===== src/rtl/lj_pkg.sv =====
// ----------------------------------------------------------------------------
// lj_pkg
// shared types and constants of the lennard-jones energy accumulator
// ----------------------------------------------------------------------------
package lj_pkg;

   localparam int FRAC_BITS   = 16;
   localparam int CFG_W       = 31;
   localparam int POS_W       = 32;
   localparam int SUM_W       = 48;
   localparam int QUEUE_DEPTH = 2;
   localparam int QUEUE_AW    = 1;

   localparam logic [SUM_W-1:0] SUM_MAX = {1'b0, {(SUM_W-1){1'b1}}};
   localparam logic [SUM_W-1:0] SUM_MIN = {1'b1, {(SUM_W-1){1'b0}}};

   localparam logic [2:0] CSR_WELL_DEPTH    = 3'd0;
   localparam logic [2:0] CSR_CONTACT_SIZE  = 3'd1;
   localparam logic [2:0] CSR_CUTOFF_RADIUS = 3'd2;
   localparam logic [2:0] CSR_BOX_WIDTH_X   = 3'd3;
   localparam logic [2:0] CSR_BOX_WIDTH_Y   = 3'd4;
   localparam logic [2:0] CSR_BOX_WIDTH_Z   = 3'd5;
   localparam logic [2:0] CSR_PERIODIC_MASK = 3'd6;

   typedef struct packed {
      logic [CFG_W-1:0] well_depth;
      logic [CFG_W-1:0] contact_size;
      logic [CFG_W-1:0] cutoff_radius;
      logic [CFG_W-1:0] box_width_x;
      logic [CFG_W-1:0] box_width_y;
      logic [CFG_W-1:0] box_width_z;
      logic [2:0]       periodic_mask;
   } lj_cfg_type;

   typedef struct packed {
      logic        term_en;
      logic [63:0] r2;
      logic        last;
   } lj_job_type;

   typedef enum logic [1:0] {F_IDLE, F_DIV, F_SQ, F_PUSH} front_state_type;

   typedef enum logic [2:0] {
      B_IDLE, B_SIG, B_DIV, B_DEND, B_MUL, B_EVAL, B_ACC
   } back_state_type;

   typedef enum logic [1:0] {OP_Q4, OP_S6, OP_S12, OP_TERM} mul_op_type;

endpackage


===== src/rtl/lj_fifo.sv =====
// ----------------------------------------------------------------------------
// lj_fifo
// short job queue between the classifier and the energy unit
// ----------------------------------------------------------------------------
module lj_fifo (
   input  logic               clock,
   input  logic               reset,
   input  lj_pkg::lj_job_type wr_job,
   input  logic               wr_valid,
   output logic               wr_ready,
   output lj_pkg::lj_job_type rd_job,
   output logic               rd_valid,
   input  logic               rd_ready
);
   import lj_pkg::*;

   lj_job_type          mem_ff [QUEUE_DEPTH];
   logic [QUEUE_AW-1:0] wr_ptr_ff;
   logic [QUEUE_AW-1:0] rd_ptr_ff;
   logic [QUEUE_AW:0]   count_ff;
   logic                push;
   logic                pop;

   assign wr_ready = count_ff != (QUEUE_AW+1)'(QUEUE_DEPTH);
   assign rd_valid = count_ff != '0;
   assign rd_job   = mem_ff[rd_ptr_ff];
   assign push     = wr_valid && wr_ready;
   assign pop      = rd_valid && rd_ready;

   always_ff @(posedge clock) begin
      if (reset) begin
         wr_ptr_ff <= '0;
         rd_ptr_ff <= '0;
         count_ff  <= '0;
      end else begin
         if (push) wr_ptr_ff <= wr_ptr_ff + 1'b1;
         if (pop)  rd_ptr_ff <= rd_ptr_ff + 1'b1;
         if (push && !pop) begin
            count_ff <= count_ff + 1'b1;
         end else if (pop && !push) begin
            count_ff <= count_ff - 1'b1;
         end
      end
   end

   always_ff @(posedge clock) begin
      if (push) mem_ff[wr_ptr_ff] <= wr_job;
   end

endmodule


===== config.mk =====
export PLATFORM = sky130hd
export DESIGN_NAME = lj_fifo
export DESIGN_NICKNAME = d
export VERILOG_FILES = /design/src/rtl/lj_pkg.sv /design/src/rtl/lj_fifo.sv
export SDC_FILE = /design/constraint.sdc
export NUM_CORES = 1
export LEC_CHECK = 0
export ABC_AREA = 1
export BUFFER_PORTS_ARGS = -buffer_cell sky130_fd_sc_hd__buf_2
export CAP_MARGIN = 20
export CORE_UTILIZATION = 30
export DETAILED_ROUTE_END_ITERATION = 6
export GPL_ROUTABILITY_DRIVEN = 0
export PLACE_DENSITY_LB_ADDON = 0.15
export SLEW_MARGIN = 20
export SYNTH_ARGS = -nofsm -noshare
export SYNTH_HDL_FRONTEND = slang
export SYNTH_SLANG_ARGS = --single-unit
export TNS_END_PERCENT = 30

===== constraint.sdc =====
create_clock -name clock -period 10.25 [get_ports clock]
set_input_delay 0.5125 -clock clock [delete_from_list [all_inputs] [get_ports clock]]
set_output_delay 0.5125 -clock clock [all_outputs]
set_load 0.05 [all_outputs]

* Yosys cells after proc, flatten, opt, wreduce, memory -nomap -nowiden
Memory sizes are Yosys's and may differ from the RTL's. A register that Yosys moved wholly into a read port is not among the register bits. Index checks and enable logic that the tools add are counted.
Word-level totals: bits in registers 4, memory bits (writable) 132, output and inout bits 68, logic and storage cells 23, memories kept 1
Memories:
- mem_ff | depth 2, width 66, read ports 1, clocked after memory_dff 1, write ports 1, RTL line lj_fifo.sv:17 | lj_job_type mem_ff [QUEUE_DEPTH];
Cells by class: add/sub/neg operators 4, equal/unequal tests 1, muxes and demuxes 6, reductions and logical operators 8
Operator list (count):
- logical AND 1 bit | 4
- 2-to-1 mux 1 bit | 4
- 2-to-1 mux 2 bit | 2
- nonzero test 2 bit | 2
- adder 1 bit, second input constant | 2
- adder 2 x 1 -> 2 bit, second input constant | 1
- logical NOT 1 bit | 2
- inequality test 2 bit, second input constant | 1
- subtractor 2 x 1 -> 2 bit, second input constant | 1

* Depth between registers and ports, before layout
depth after elaboration 6, gate-level depth with buffers 11, depth with buffers taken out 11

* Worst setup path after synthesis
No wires, ideal clock.
path kind register -> register, start register count_ff[0], end memory mem_ff[0][0] (netlist name) (enable), data arrival time 3.703 ns, setup slack 6.056 ns, stages on the path, launching flop included 5, period minus slack after synthesis 4.194 ns, cells stage by stage dfxtp_1 inv_1 nand2_1 nand2_1 nor2_1
On the way: word-level cells in the longest chain between the ends 4
Ends and longest elaborated chain:
- start: declaration | RTL line lj_fifo.sv:20 | logic [QUEUE_AW:0] count_ff;
- start signal: assignment | RTL line lj_fifo.sv:39 | count_ff <= count_ff + 1'b1;
- start signal: assignment | RTL line lj_fifo.sv:41 | count_ff <= count_ff - 1'b1;
- inequality test 2 bit | RTL line lj_fifo.sv:24 | assign wr_ready = count_ff != (QUEUE_AW+1)'(QUEUE_DEPTH);
- net wr_ready | RTL line lj_fifo.sv:10 | output logic wr_ready,
- logical AND 1 bit | RTL line lj_fifo.sv:27 | assign push = wr_valid && wr_ready;
- 2-to-1 mux 1 bit | RTL line lj_fifo.sv:47 | if (push) mem_ff[wr_ptr_ff] <= wr_job;
- 2-to-1 mux 1 bit (implied by the code) | RTL line lj_fifo.sv:47
- end: declaration | RTL line lj_fifo.sv:17
The timed path passes the listed nets, and every way through them passes these cells.

==> flow_metrics.py <==
metrics = {
    "outcome": {
        "status": "finished, final reports clean",
    },
    "route": {
        "ant_nets": 0,
        "wl_per_cell_um": 14.5,
        "num_vias": 2612,
        "drt_wl_total_mm": 9.10,
        "drt-initial-drc-count": 121,
        "drc": 0,
        "vias_per_cell": 4.17,
        "dr.pass1.iters": 4,
    },
    "clocking": {
        "ctsHtreeMaxLevel": 4,
        "clock_sinks": 137,
        "cts_resized": 0,
        "clkSlewWorstSetupHoldPaths_ps": 60,
        "post-cts-setup-buffers": 0,
        "cts_buffers": 17,
        "root_buffer": "clkbuf_16",
        "hold_buffers": 0,
        "clock_latency_ps": 400,
        "cts_tree": "yes",
        "clk_path_buf_depth": 2,
    },
    "synth": {
        "synth_edf_count": 132,
        "syn_nets": 313,
        "synth_area_leader_cell": "edfxtp_1",
        "yosys_warnings": 0,
        "synth_area_leaders": "edfxtp_1 (77%), mux2_4 (12%), mux2_2 (5.7%), dfxtp_1 (1.9%), buf_6 (1.1%)",
        "yosysMostFrequentCell": "edfxtp_1",
        "synth.yosys.seq_area_share": 0.787,
        "synth_flop_cell": "edfxtp_1",
        "synthDistinctLibCells": 14,
        "synth.top_cell.area_share": 0.768,
        "synthArstFlopShare": 0,
        "syn_inst": 242,
        "syn_area_per_cell_um2": 21.3,
        "synth_area_um2": 5160,
        "synth_common_cells": "edfxtp_1 (132), mux2_4 (40), mux2_2 (26)",
        "ys_ff_latch": 137,
    },
    "floorplanning": {
        "die_w_um": 133,
        "die-area_um2": 17700,
        "core.rowCount": 47,
        "start_util": 0.309,
        "die_h_um": 133,
        "ios": 138,
        "core_area_um2": 16700,
    },
    "power_and_ir_drop": {
        "power.density_nw_per_um2": 286,
        "design_power_total_mw": 1.90,
        "ir_drop_mv": 0.127,
        "leakagePower_nw": 2.56,
    },
    "grt": {
        "antenna_found_initial": 0,
        "grt_pass1_vias": 2825,
        "grt_max_degree": 67,
        "grt_pass1_wl_mm": 14.4,
        "grtUsageTotal": 0.110,
        "gr-total-overflow": 0,
    },
    "timing": {
        "fin_ws_ps": 7390,
        "skew_ps": 4.97,
        "grt_setup_unrepaired": "no",
        "tns_ps": 0,
        "whs_ps": 292,
        "min_period_ps": 2860,
        "finalHoldViolCount": 0,
        "period_share": 0.279,
        "fmax_mhz": 350,
        "setup_violations": 0,
        "drv_slew": 0,
        "relSlewSlack": 0.348,
        "worstMarginPinSlew_ps": 978,
    },
    "critical_path": {
        "crit_fanout": 41,
        "required_ps": 9740,
        "end_kind": "output port",
        "path_class": "reg -> out",
        "startpoint_type": "register",
        "worstPathArrival_ps": 2350,
    },
    "cells_and_area": {
        "syn_to_final_growth_pct": 28.6,
        "nNetsFinal": 465,
        "diodes": 0,
        "drive_gt1_frac": 0.576,
        "stdcell_area_um2": 6640,
    },
    "hold_path": {
        "hold_path_class": "in -> reg",
    },
    "place": {
        "port_buffers": 137,
        "dp.final_hpwl_mm": 5.51,
        "place_area_um2": 6100,
        "preCtsSetupSlack_ps": 7740,
    },
    "run": {
        "cap_viol_max_count": 0,
    },
}
worst max-delay path: stages (launching register included):
cell and delay [ps]:
dfxtp_4 590, buf_4 680, mux2_2 410, buf_2 210
final timing paths:
| kind | slack (ps) | cells past startpoint | start | endpoint |
|---|---|---|---|---|
| max | 7390 | 3 | register | rd_job[53] |
| min | 290 | 1 | wr_job[62] | mem_ff[1][62]$_DFFE_PP_ |
| max reg2reg | 8300 | 5 | count_ff[0]$_SDFFE_PP0P_ | mem_ff[1][50]$_DFFE_PP_ |
| min reg2reg | 500 | 2 | rd_ptr_ff$_SDFFE_PP0P_ | rd_ptr_ff$_SDFFE_PP0P_ |
per-stage QoR:
stage                     std cells   util
final                           626  0.398
after floorplan                 242      -
after global routing            626  0.398
after global placement          595  0.365
after detailed placement        595  0.365
after CTS                       626  0.398
sequential cells by signal, summed over array words and instances, names as in the netlist, named ones only:
register   cells
rd_ptr_ff      1
count_ff       2
wr_ptr_ff      1
mem_ff       132
where the power goes:
group / internal [mW] / switching (mW) / leakage (nW)
sequential: 0.711 / 0.0298 / 1.27
combinational: 0.177 / 0.422 / 1.03
clock: 0.352 / 0.210 / 0.262
cells by family (layout without fill, tap and decap cells):
| family | Yosys count | count (layout) | share of synthesized area |
|---|---|---|---|
| compound gates | 4 | 4 | 0.00388 |
| fa+ha+maj | 1 | 1 | 0.00242 |
| buf+inv | 15 | 179 | 0.0187 |
| flops | 137 | 137 | 0.787 |
| mux | 66 | 66 | 0.173 |
| simple gates | 19 | 19 | 0.0148 |
placed cells by master (no fill, tap or decap), drive strengths merged:
cell type,synthesis,routed
clkbuf,0,20
a21oi,2,2
nor2,7,7
bufinv,0,2
edfxtp,132,132
clkinvlp,0,2
nand4,1,1
dfxtp,5,5
o21ai,2,2
mux2,66,66
nand3,2,2
nand2,9,9
clkinv,0,7
ha,1,1
inv,8,8
buf,7,140
area by class of cell:
cell class	instances	area (µm²)
clock buffer	20	437
clock inverter	11	106
fill	1560	10100
inverter	8	30.0
multi-input combinational	90	1020
sequential	137	4070
tap	220	275
timing repair buffer	140	708
layer usage:
metal / up-vias / routed length, µm / GRT usage
met1: 1267 / 3880 / 0.128
met2: 93 / 4420 / 0.173
met3: 9 / 665 / 0.0468
met4: 0 / 127 / 0.0549
met5: - / 0 / 0
li1: 1243 / - / -
(Power assumes the default switching activity.)
