`config.mk`:
```
export PLATFORM = sky130hd
export DESIGN_NAME = lj_front
export DESIGN_NICKNAME = d
export VERILOG_FILES = /design/src/rtl/lj_pkg.sv /design/src/rtl/lj_front.sv
export SDC_FILE = /design/constraint.sdc
export NUM_CORES = 2
export LEC_CHECK = 0
export ABC_AREA = 1
export BUFFER_PORTS_ARGS = -buffer_cell sky130_fd_sc_hd__buf_2
export CAP_MARGIN = 20
export CORE_UTILIZATION = 29
export CTS_CLUSTER_DIAMETER = 80
export CTS_CLUSTER_SIZE = 30
export DETAILED_ROUTE_END_ITERATION = 7
export MAX_ROUTING_LAYER = met4
export SETUP_SLACK_MARGIN = 0.15
export SLEW_MARGIN = 20
export SYNTH_ARGS = -nofsm -noshare
export SYNTH_HDL_FRONTEND = slang
export SYNTH_SLANG_ARGS = --single-unit
```
`constraint.sdc`:
```
create_clock -name clock -period 16.7 [get_ports clock]
set_input_delay 5.01 -clock clock [delete_from_list [all_inputs] [get_ports clock]]
set_output_delay 5.01 -clock clock [all_outputs]
set_load 0.02 [all_outputs]
```
`src/rtl/lj_pkg.sv`:
```
// ----------------------------------------------------------------------------
// lj_pkg
// shared types and constants of the lennard-jones energy accumulator
// ----------------------------------------------------------------------------
package lj_pkg;

   localparam int FRAC_BITS   = 16;
   localparam int CFG_W       = 31;
   localparam int POS_W       = 32;
   localparam int SUM_W       = 48;
   localparam int QUEUE_DEPTH = 2;
   localparam int QUEUE_AW    = 1;

   localparam logic [SUM_W-1:0] SUM_MAX = {1'b0, {(SUM_W-1){1'b1}}};
   localparam logic [SUM_W-1:0] SUM_MIN = {1'b1, {(SUM_W-1){1'b0}}};

   localparam logic [2:0] CSR_WELL_DEPTH    = 3'd0;
   localparam logic [2:0] CSR_CONTACT_SIZE  = 3'd1;
   localparam logic [2:0] CSR_CUTOFF_RADIUS = 3'd2;
   localparam logic [2:0] CSR_BOX_WIDTH_X   = 3'd3;
   localparam logic [2:0] CSR_BOX_WIDTH_Y   = 3'd4;
   localparam logic [2:0] CSR_BOX_WIDTH_Z   = 3'd5;
   localparam logic [2:0] CSR_PERIODIC_MASK = 3'd6;

   typedef struct packed {
      logic [CFG_W-1:0] well_depth;
      logic [CFG_W-1:0] contact_size;
      logic [CFG_W-1:0] cutoff_radius;
      logic [CFG_W-1:0] box_width_x;
      logic [CFG_W-1:0] box_width_y;
      logic [CFG_W-1:0] box_width_z;
      logic [2:0]       periodic_mask;
   } lj_cfg_type;

   typedef struct packed {
      logic        term_en;
      logic [63:0] r2;
      logic        last;
   } lj_job_type;

   typedef enum logic [1:0] {F_IDLE, F_DIV, F_SQ, F_PUSH} front_state_type;

   typedef enum logic [2:0] {
      B_IDLE, B_SIG, B_DIV, B_DEND, B_MUL, B_EVAL, B_ACC
   } back_state_type;

   typedef enum logic [1:0] {OP_Q4, OP_S6, OP_S12, OP_TERM} mul_op_type;

endpackage

```
`src/rtl/lj_front.sv`:
```
// ----------------------------------------------------------------------------
// lj_front
// takes a pair, wraps the separation to the nearest image on periodic axes,
// squares it and classifies the pair against the cutoff
// ----------------------------------------------------------------------------
module lj_front (
   input  logic                     clock,
   input  logic                     reset,
   input  lj_pkg::lj_cfg_type       cfg,
   input  logic                     req_valid,
   output logic                     req_ready,
   input  logic signed [31:0]       req_ref_x,
   input  logic signed [31:0]       req_ref_y,
   input  logic signed [31:0]       req_ref_z,
   input  logic signed [31:0]       req_neighbor_x,
   input  logic signed [31:0]       req_neighbor_y,
   input  logic signed [31:0]       req_neighbor_z,
   input  logic                     req_is_self,
   input  logic                     req_last_neighbor,
   output lj_pkg::lj_job_type       job,
   output logic                     job_valid,
   input  logic                     job_ready
);
   import lj_pkg::*;

   front_state_type state_ff, state_in;

   logic [31:0] mag_ff [3];
   logic [31:0] dvd_ff [3];
   logic [31:0] rem_ff [3];
   logic [31:0] rem_in [3];
   logic [31:0] ax     [3];
   logic [30:0] width  [3];
   logic [32:0] diff   [3];
   logic [32:0] tmp    [3];
   logic [2:0]  wrap_on;
   logic [2:0]  near_ok;
   logic [4:0]  cnt_ff;
   logic [1:0]  sq_ff;
   logic [63:0] r2_ff;
   logic [61:0] csq_ff;
   logic        self_ff;
   logic        last_ff;
   logic [30:0] sq_op;
   logic [61:0] sq_prod;
   logic        in_cut;
   logic        accept;

   assign width[0] = cfg.box_width_x;
   assign width[1] = cfg.box_width_y;
   assign width[2] = cfg.box_width_z;

   assign diff[0] = {req_ref_x[31], req_ref_x} - {req_neighbor_x[31], req_neighbor_x};
   assign diff[1] = {req_ref_y[31], req_ref_y} - {req_neighbor_y[31], req_neighbor_y};
   assign diff[2] = {req_ref_z[31], req_ref_z} - {req_neighbor_z[31], req_neighbor_z};

   always_comb begin
      for (int i = 0; i < 3; i++) begin
         wrap_on[i] = cfg.periodic_mask[i] && (width[i] != '0);
         tmp[i]     = {rem_ff[i], dvd_ff[i][31]};
         if (tmp[i] >= {2'b00, width[i]}) begin
            rem_in[i] = 32'(tmp[i] - {2'b00, width[i]});
         end else begin
            rem_in[i] = tmp[i][31:0];
         end
         // nearest image: round half away from zero on the remainder
         if (!wrap_on[i]) begin
            ax[i] = mag_ff[i];
         end else if ({rem_ff[i], 1'b0} >= {2'b00, width[i]}) begin
            ax[i] = {1'b0, width[i]} - rem_ff[i];
         end else begin
            ax[i] = rem_ff[i];
         end
         near_ok[i] = ax[i] <= {1'b0, cfg.cutoff_radius};
      end
      in_cut = &near_ok;
   end

   always_comb begin
      unique case (sq_ff)
         2'd0:    sq_op = ax[0][30:0];
         2'd1:    sq_op = ax[1][30:0];
         2'd2:    sq_op = ax[2][30:0];
         default: sq_op = cfg.cutoff_radius;
      endcase
      sq_prod = {31'd0, sq_op} * {31'd0, sq_op};
   end

   always_comb begin
      state_in  = state_ff;
      req_ready = 1'b0;
      job_valid = 1'b0;
      unique case (state_ff)
         F_IDLE: begin
            req_ready = 1'b1;
            if (req_valid) state_in = F_DIV;
         end
         F_DIV: begin
            if (cnt_ff == 5'd31) state_in = F_SQ;
         end
         F_SQ: begin
            if (sq_ff == 2'd3) state_in = F_PUSH;
         end
         F_PUSH: begin
            job_valid = 1'b1;
            if (job_ready) state_in = F_IDLE;
         end
         default: state_in = F_IDLE;
      endcase
   end

   assign accept      = req_valid && req_ready;
   assign job.term_en = !self_ff && in_cut && (r2_ff <= {2'b00, csq_ff});
   assign job.r2      = r2_ff;
   assign job.last    = last_ff;

   always_ff @(posedge clock) begin
      if (reset) begin
         state_ff <= F_IDLE;
      end else begin
         state_ff <= state_in;
      end
   end

   always_ff @(posedge clock) begin
      if (accept) begin
         for (int i = 0; i < 3; i++) begin
            mag_ff[i] <= diff[i][32] ? 32'(-diff[i]) : diff[i][31:0];
            dvd_ff[i] <= diff[i][32] ? 32'(-diff[i]) : diff[i][31:0];
            rem_ff[i] <= '0;
         end
         cnt_ff  <= '0;
         self_ff <= req_is_self;
         last_ff <= req_last_neighbor;
      end else if (state_ff == F_DIV) begin
         for (int i = 0; i < 3; i++) begin
            dvd_ff[i] <= {dvd_ff[i][30:0], 1'b0};
            rem_ff[i] <= rem_in[i];
         end
         cnt_ff <= cnt_ff + 5'd1;
         sq_ff  <= '0;
         r2_ff  <= '0;
      end else if (state_ff == F_SQ) begin
         if (sq_ff == 2'd3) begin
            csq_ff <= sq_prod;
         end else begin
            r2_ff <= r2_ff + {2'b00, sq_prod};
         end
         sq_ff <= sq_ff + 2'd1;
      end
   end

endmodule

```
; ---- Word-level counts from Yosys, hierarchy flattened
; Memory sizes are Yosys's and may differ from the RTL's.
; Index checks and enable logic that the tools add are counted.
[word_totals]
register_bits = 137
mem_bits_rw = 288
inputBits = 387
mem_count = 3
[memory_table]
columns = name, depth, width, read_ports, rd_ports_with_merged_regs, wr, line_no
row1 = dvd_ff, 3, 32, 3, 0, 3, lj_front.sv:29  ; logic [31:0] dvd_ff [3];
row2 = mag_ff, 3, 32, 3, 0, 3, lj_front.sv:28  ; logic [31:0] mag_ff [3];
row3 = rem_ff, 3, 32, 3, 0, 3, lj_front.sv:30  ; logic [31:0] rem_ff [3];
[classes]
n_addsub = 15
mul = 1
order_cmp = 10
n_eq_ne = 12
n_mux = 34
bitwise = 8
n_reduce_logical = 18
[ops]
columns = operator, n
row1 = $mux W32, 18
row2 = $ge A33 B31 Y1, 6
row3 = $mux W64, 2
row4 = $sub A32 B32 Y33, 3
row5 = $le A32 B31 Y1, 3
row6 = $neg A32 Y32, 3
row7 = $sub A31 B32 Y32, 3
row8 = $sub A32 B31 Y32, 3
row9 = $pmux W31 S3, 1
row10 = $reduce_bool A31 Y1, 3
row11 = $add A64 B62 Y64, 1
row12 = $le A64 B62 Y1, 1
row13 = $mul A31 B31 Y62, 1
row14 = $mux W2, 5
row15 = $eq A2 B2 Y1 const B, 4
row16 = $ne A2 B2 Y1 const B, 4
row17 = $pmux W2 S4, 1
row18 = $reduce_and A4 Y1, 2
row19 = $mux W1, 7
row20 = $logic_and A1 B1 Y1, 6
row21 = $or A1 B1 Y1, 6
row22 = $reduce_and A3 Y1, 2
row23 = $add A5 B1 Y5 const B, 1
row24 = $eq A5 B5 Y1 const B, 1
row25 = 8 further kinds, 11

; ---- Longest topological paths before layout
[depth]
ltp_word = 8
ltp_mapped = 67
ltp_nobuf = 65

; ---- Least setup slack after synthesis
; No wires, ideal clock.
[synth_timing]
kind = input to register
startpoint = in req_valid
endpoint = reg csq_ff[0] (enable)
setup_ns = 1.229
arrival_ns = 13.866
t_required_ns = 15.471
slack_ns = 1.605
cell_stages = 3
path_buffers = 0
path_cell_list = nand2_1 nand2_1 nor3_1
[synth_via]
elab_chain_cells = 3
[synth_rtl]
columns = item, line_no
row1 = "start, declared", lj_front.sv:10  ; input logic req_valid,
row2 = $logic_and A1 B1 Y1, lj_front.sv:112  ; assign accept = req_valid && req_ready;
row3 = $not A1 Y1 (no line), -
row4 = $reduce_and A4 Y1 (no line), -
row5 = "end signal, assigned", lj_front.sv:145  ; csq_ff <= sq_prod;
row6 = "end, declared", lj_front.sv:41  ; logic [61:0] csq_ff;
; No other way between the ends.
; A chain may end at the register's enable or synchronous reset.

; ---- Worst setup path in the final report
[layout_timing]
startpoint = in cfg[61] (netlist name)
endpoint = reg r2_ff[50] (data pin)
[layout_via]
elab_chain_cells = 8
[layout_rtl]
columns = item, line_no
row1 = "start, declared", lj_front.sv:9  ; input lj_pkg::lj_cfg_type cfg,
row2 = $sub A31 B32 Y32 (tied with other cells), lj_front.sv:70  ; ax[i] = {1'b0, width[i]} - rem_ff[i];
row3 = $mux W32 / $logic_and A1 B1 Y1 (equally long branches), "lj_front.sv:69, lj_front.sv:59"
row4 = $mux W32 *, lj_front.sv:67  ; if (!wrap_on[i]) begin
row5 = $pmux W31 S3 *, lj_front.sv:80  ; unique case (sq_ff)
row6 = $mul A31 B31 Y62 *, lj_front.sv:86  ; sq_prod = {31'd0, sq_op} * {31'd0, sq_op};
row7 = via sq_prod[39], lj_front.sv:45  ; logic [61:0] sq_prod;
row8 = $add A64 B62 Y64 *, lj_front.sv:147  ; r2_ff <= r2_ff + {2'b00, sq_prod};
row9 = $mux W64 *, lj_front.sv:144  ; if (sq_ff == 2'd3) begin
row10 = $mux W64 *, lj_front.sv:143  ; end else if (state_ff == F_SQ) begin
row11 = "end signal, assigned", lj_front.sv:147
row12 = "end, declared", lj_front.sv:40  ; logic [63:0] r2_ff;
; The timed path passes the listed nets; every way through them passes the cells marked *. The select of a mux whose other input is x is not followed.

==> out/metrics.cfg <==
[final_layout]
instances_no_fill=15500
fin_nets=13800
fin_area_sq_um=92100
num-fill-cells=28300
regArea_sq_um=12700
drive_above_1_share_pct=15.1
multi_input_area_sq_um=55200
final_core_util_pct=35.0
synthToLayoutAreaGrowth_pct=19.7

[floorplanning]
core_sq_um=263000
fp-row-count=188
die-area_sq_um=267000
initial_core_util_pct=29.2
pin_count=455
die_h_um=517
die_w_um=517

[timing]
finClkSkew_ps=55.1
tns_ps=0
hold_viol=0
setup_viol=0
rsz0062_at_grt=no
fmax_mhz=62.4
min_period_ps=16030
slew_violations=0
worst_slew_pin_slew_ps=1130
slew-limit-headroom_pct=23.7
timing.final.crit_share_pct=96.0

[worst_setup_path]
cp_max_fo=6
critPathLaunchType=primary input
arrival_ps=16390
cp-end-kind=flop
crit_type=primary input to flop
cp.required_ps=17060
worst_path_max_delay_cell=fa_1
cpPeakStageDelay_ps=600

[clock_tree]
cts_tree=done
clock_latency_ps=680
cts_buffer_depth=3
h-tree-depth=2
hold_buffers=0
clkTransAtPathRegs_ps=120
cts-buffers-inserted=35
clock_sinks=424
cts-root-buf=clkbuf_16

[placed_design]
finalWeightedCongestion=1.00
hpwl_um=242000
placed_cell_area_sq_um=90200
port_buffers=392
placed_cells=15400

[drt]
finalWirelength_um=281000
firstDrtPassIters=6
first_iter_violations=5727
vias=73800
postRouteAntennaNets=0
viasPerCell=4.77
remaining_drc_errors=0
wl_per_cell_um=18.2

[yosys]
ys_ff_latch=424
netlist_top_cells_area=fa_1 (20%), edfxtp_1 (16%), ha_1 (13%), nand2_1 (12%), inv_1 (11%)
synthSimpleGateAreaFrac_pct=24.0
synth_nets=12600
synth_mux_area_share_pct=0
synthCells=10600
yosysMostFrequentCell=nand2_1
synth_xor_area_share_pct=3.51
synth_top_family_by_area=adder cells
synth.avg_cell_area_sq_um=7.22
synth.cells.most_frequent=nand2_1 (2387), inv_1 (2175), nor2_1 (1071)
synth_fa_ha_area_share_pct=32.4
synth-edff-count=417
yosysSeqAreaShare_pct=16.5
syn_area_sq_um=76900
synth_top_area_share_pct=19.8
synth_compound_area_share_pct=11.3
ys_types=69
ys_warn_count=0
synth_flop_cell=edfxtp_1
synth.largest_area_cell=fa_1
synthArstFlopShare_pct=0

[grt]
grt_pass1_wl_um=427000
grt_overflow_total=0
grt_pass1_vias=71100
grt_usage_pct=21.5
grt_max_degree=131
antenna_found_initial=61

[flow_run]
maxCapViolCount=0

[min_path]
hp-class=flop to flop

[run_status]
status=finished clean

==> area by class of cell <==
cell class,count,area share [%]
Antenna cell,38,0.103
Clock buffer,35,0.951
Clock inverter,25,0.520
Inverter,2227,9.09
Multi-Input combinational cell,7790,60.0
Sequential cell,424,13.7
Tap cell,3515,4.78
Timing Repair Buffer,1411,10.8
==> kinds of logic (layout without fill, tap and decap cells) <==
logic type / Yosys count / in the layout
AOI/OAI and AO/OA: 1523 / 1523
and+or+nand+nor: 4428 / 4429
other: 0 / 38
xor gates and xnor gates: 303 / 303
adders and majority gates: 1535 / 1535
DFF: 424 / 424
buffers and inverters: 2436 / 3698
==> final timing paths <==
path | startpoint | endpoint | slack (ps) | cells past startpoint
worst min register to register | cnt_ff[1] | cnt_ff[1] | 500 | 2
worst min-delay path | cnt_ff[1] | cnt_ff[1] | 500 | 2
worst max register to register | rem_ff[0][51] | r2_ff[50] | 4570 | 54
worst max-delay path | cfg[61] | r2_ff[50] | 670 | 56
==> worst max-delay path: cells and delay by family <==
| family | cells | cell delay, ps |
|---|---|---|
| compound gates | 6 | 1250 |
| xor+xnor | 2 | 580 |
| fa+ha+maj | 11 | 5230 |
| buf+inv | 18 | 1890 |
| simple gates | 19 | 2400 |
==> per-layer routing <==
metal | global-route usage [%] | part of all wire, %
met4 | 7.51 | 3.6
met1 | 29.3 | 46
met2 | 33.3 | 45
met3 | 1.79 | 5.8
met5 | - | 0
==> flip-flops by register name, summed over array words and instances (netlist names) <==
name      flops
state_ff      2
rem_ff       96
last_ff       1
mag_ff       96
sq_ff         2
r2_ff        64
csq_ff       61
self_ff       1
dvd_ff       96
cnt_ff        5
==> metrics by stage <==
stage | hold WS [ps] | worst slack (ps)
CTS | 494 | 356
global placement | 466 | -156
floorplan | 453 | 1610
global route | 522 | 113
detailed placement | 477 | -299
finish | 497 | 674
==> timing repair <==
action / in CTS / in global routing
gates resized for setup: 0 / 98
buffers inserted: 0 / 8
endpoints found under the setup margin: 0 / 35
==> layout by cell type (no fill, tap or decap), types with 112 or more instances in the layout <==
cell / synthesis / routed
inv_1: 2175 / 2172
fa_1: 759 / 758
nand2_1: 2387 / 2385
xor2_1: 186 / 175
nor2_1: 1071 / 1061
xnor2_1: 112 / 112
buf_4: 32 / 987
nand4_1: 143 / 143
nand3_1: 446 / 435
o21ai_0: 404 / 392
buf_2: 74 / 392
ha_1: 776 / 770
edfxtp_1: 417 / 417
a21oi_1: 692 / 684
Power is left out: the tool's default activity adds up to more than one toggle a clock period on the data nets, which glitch-free logic cannot reach.
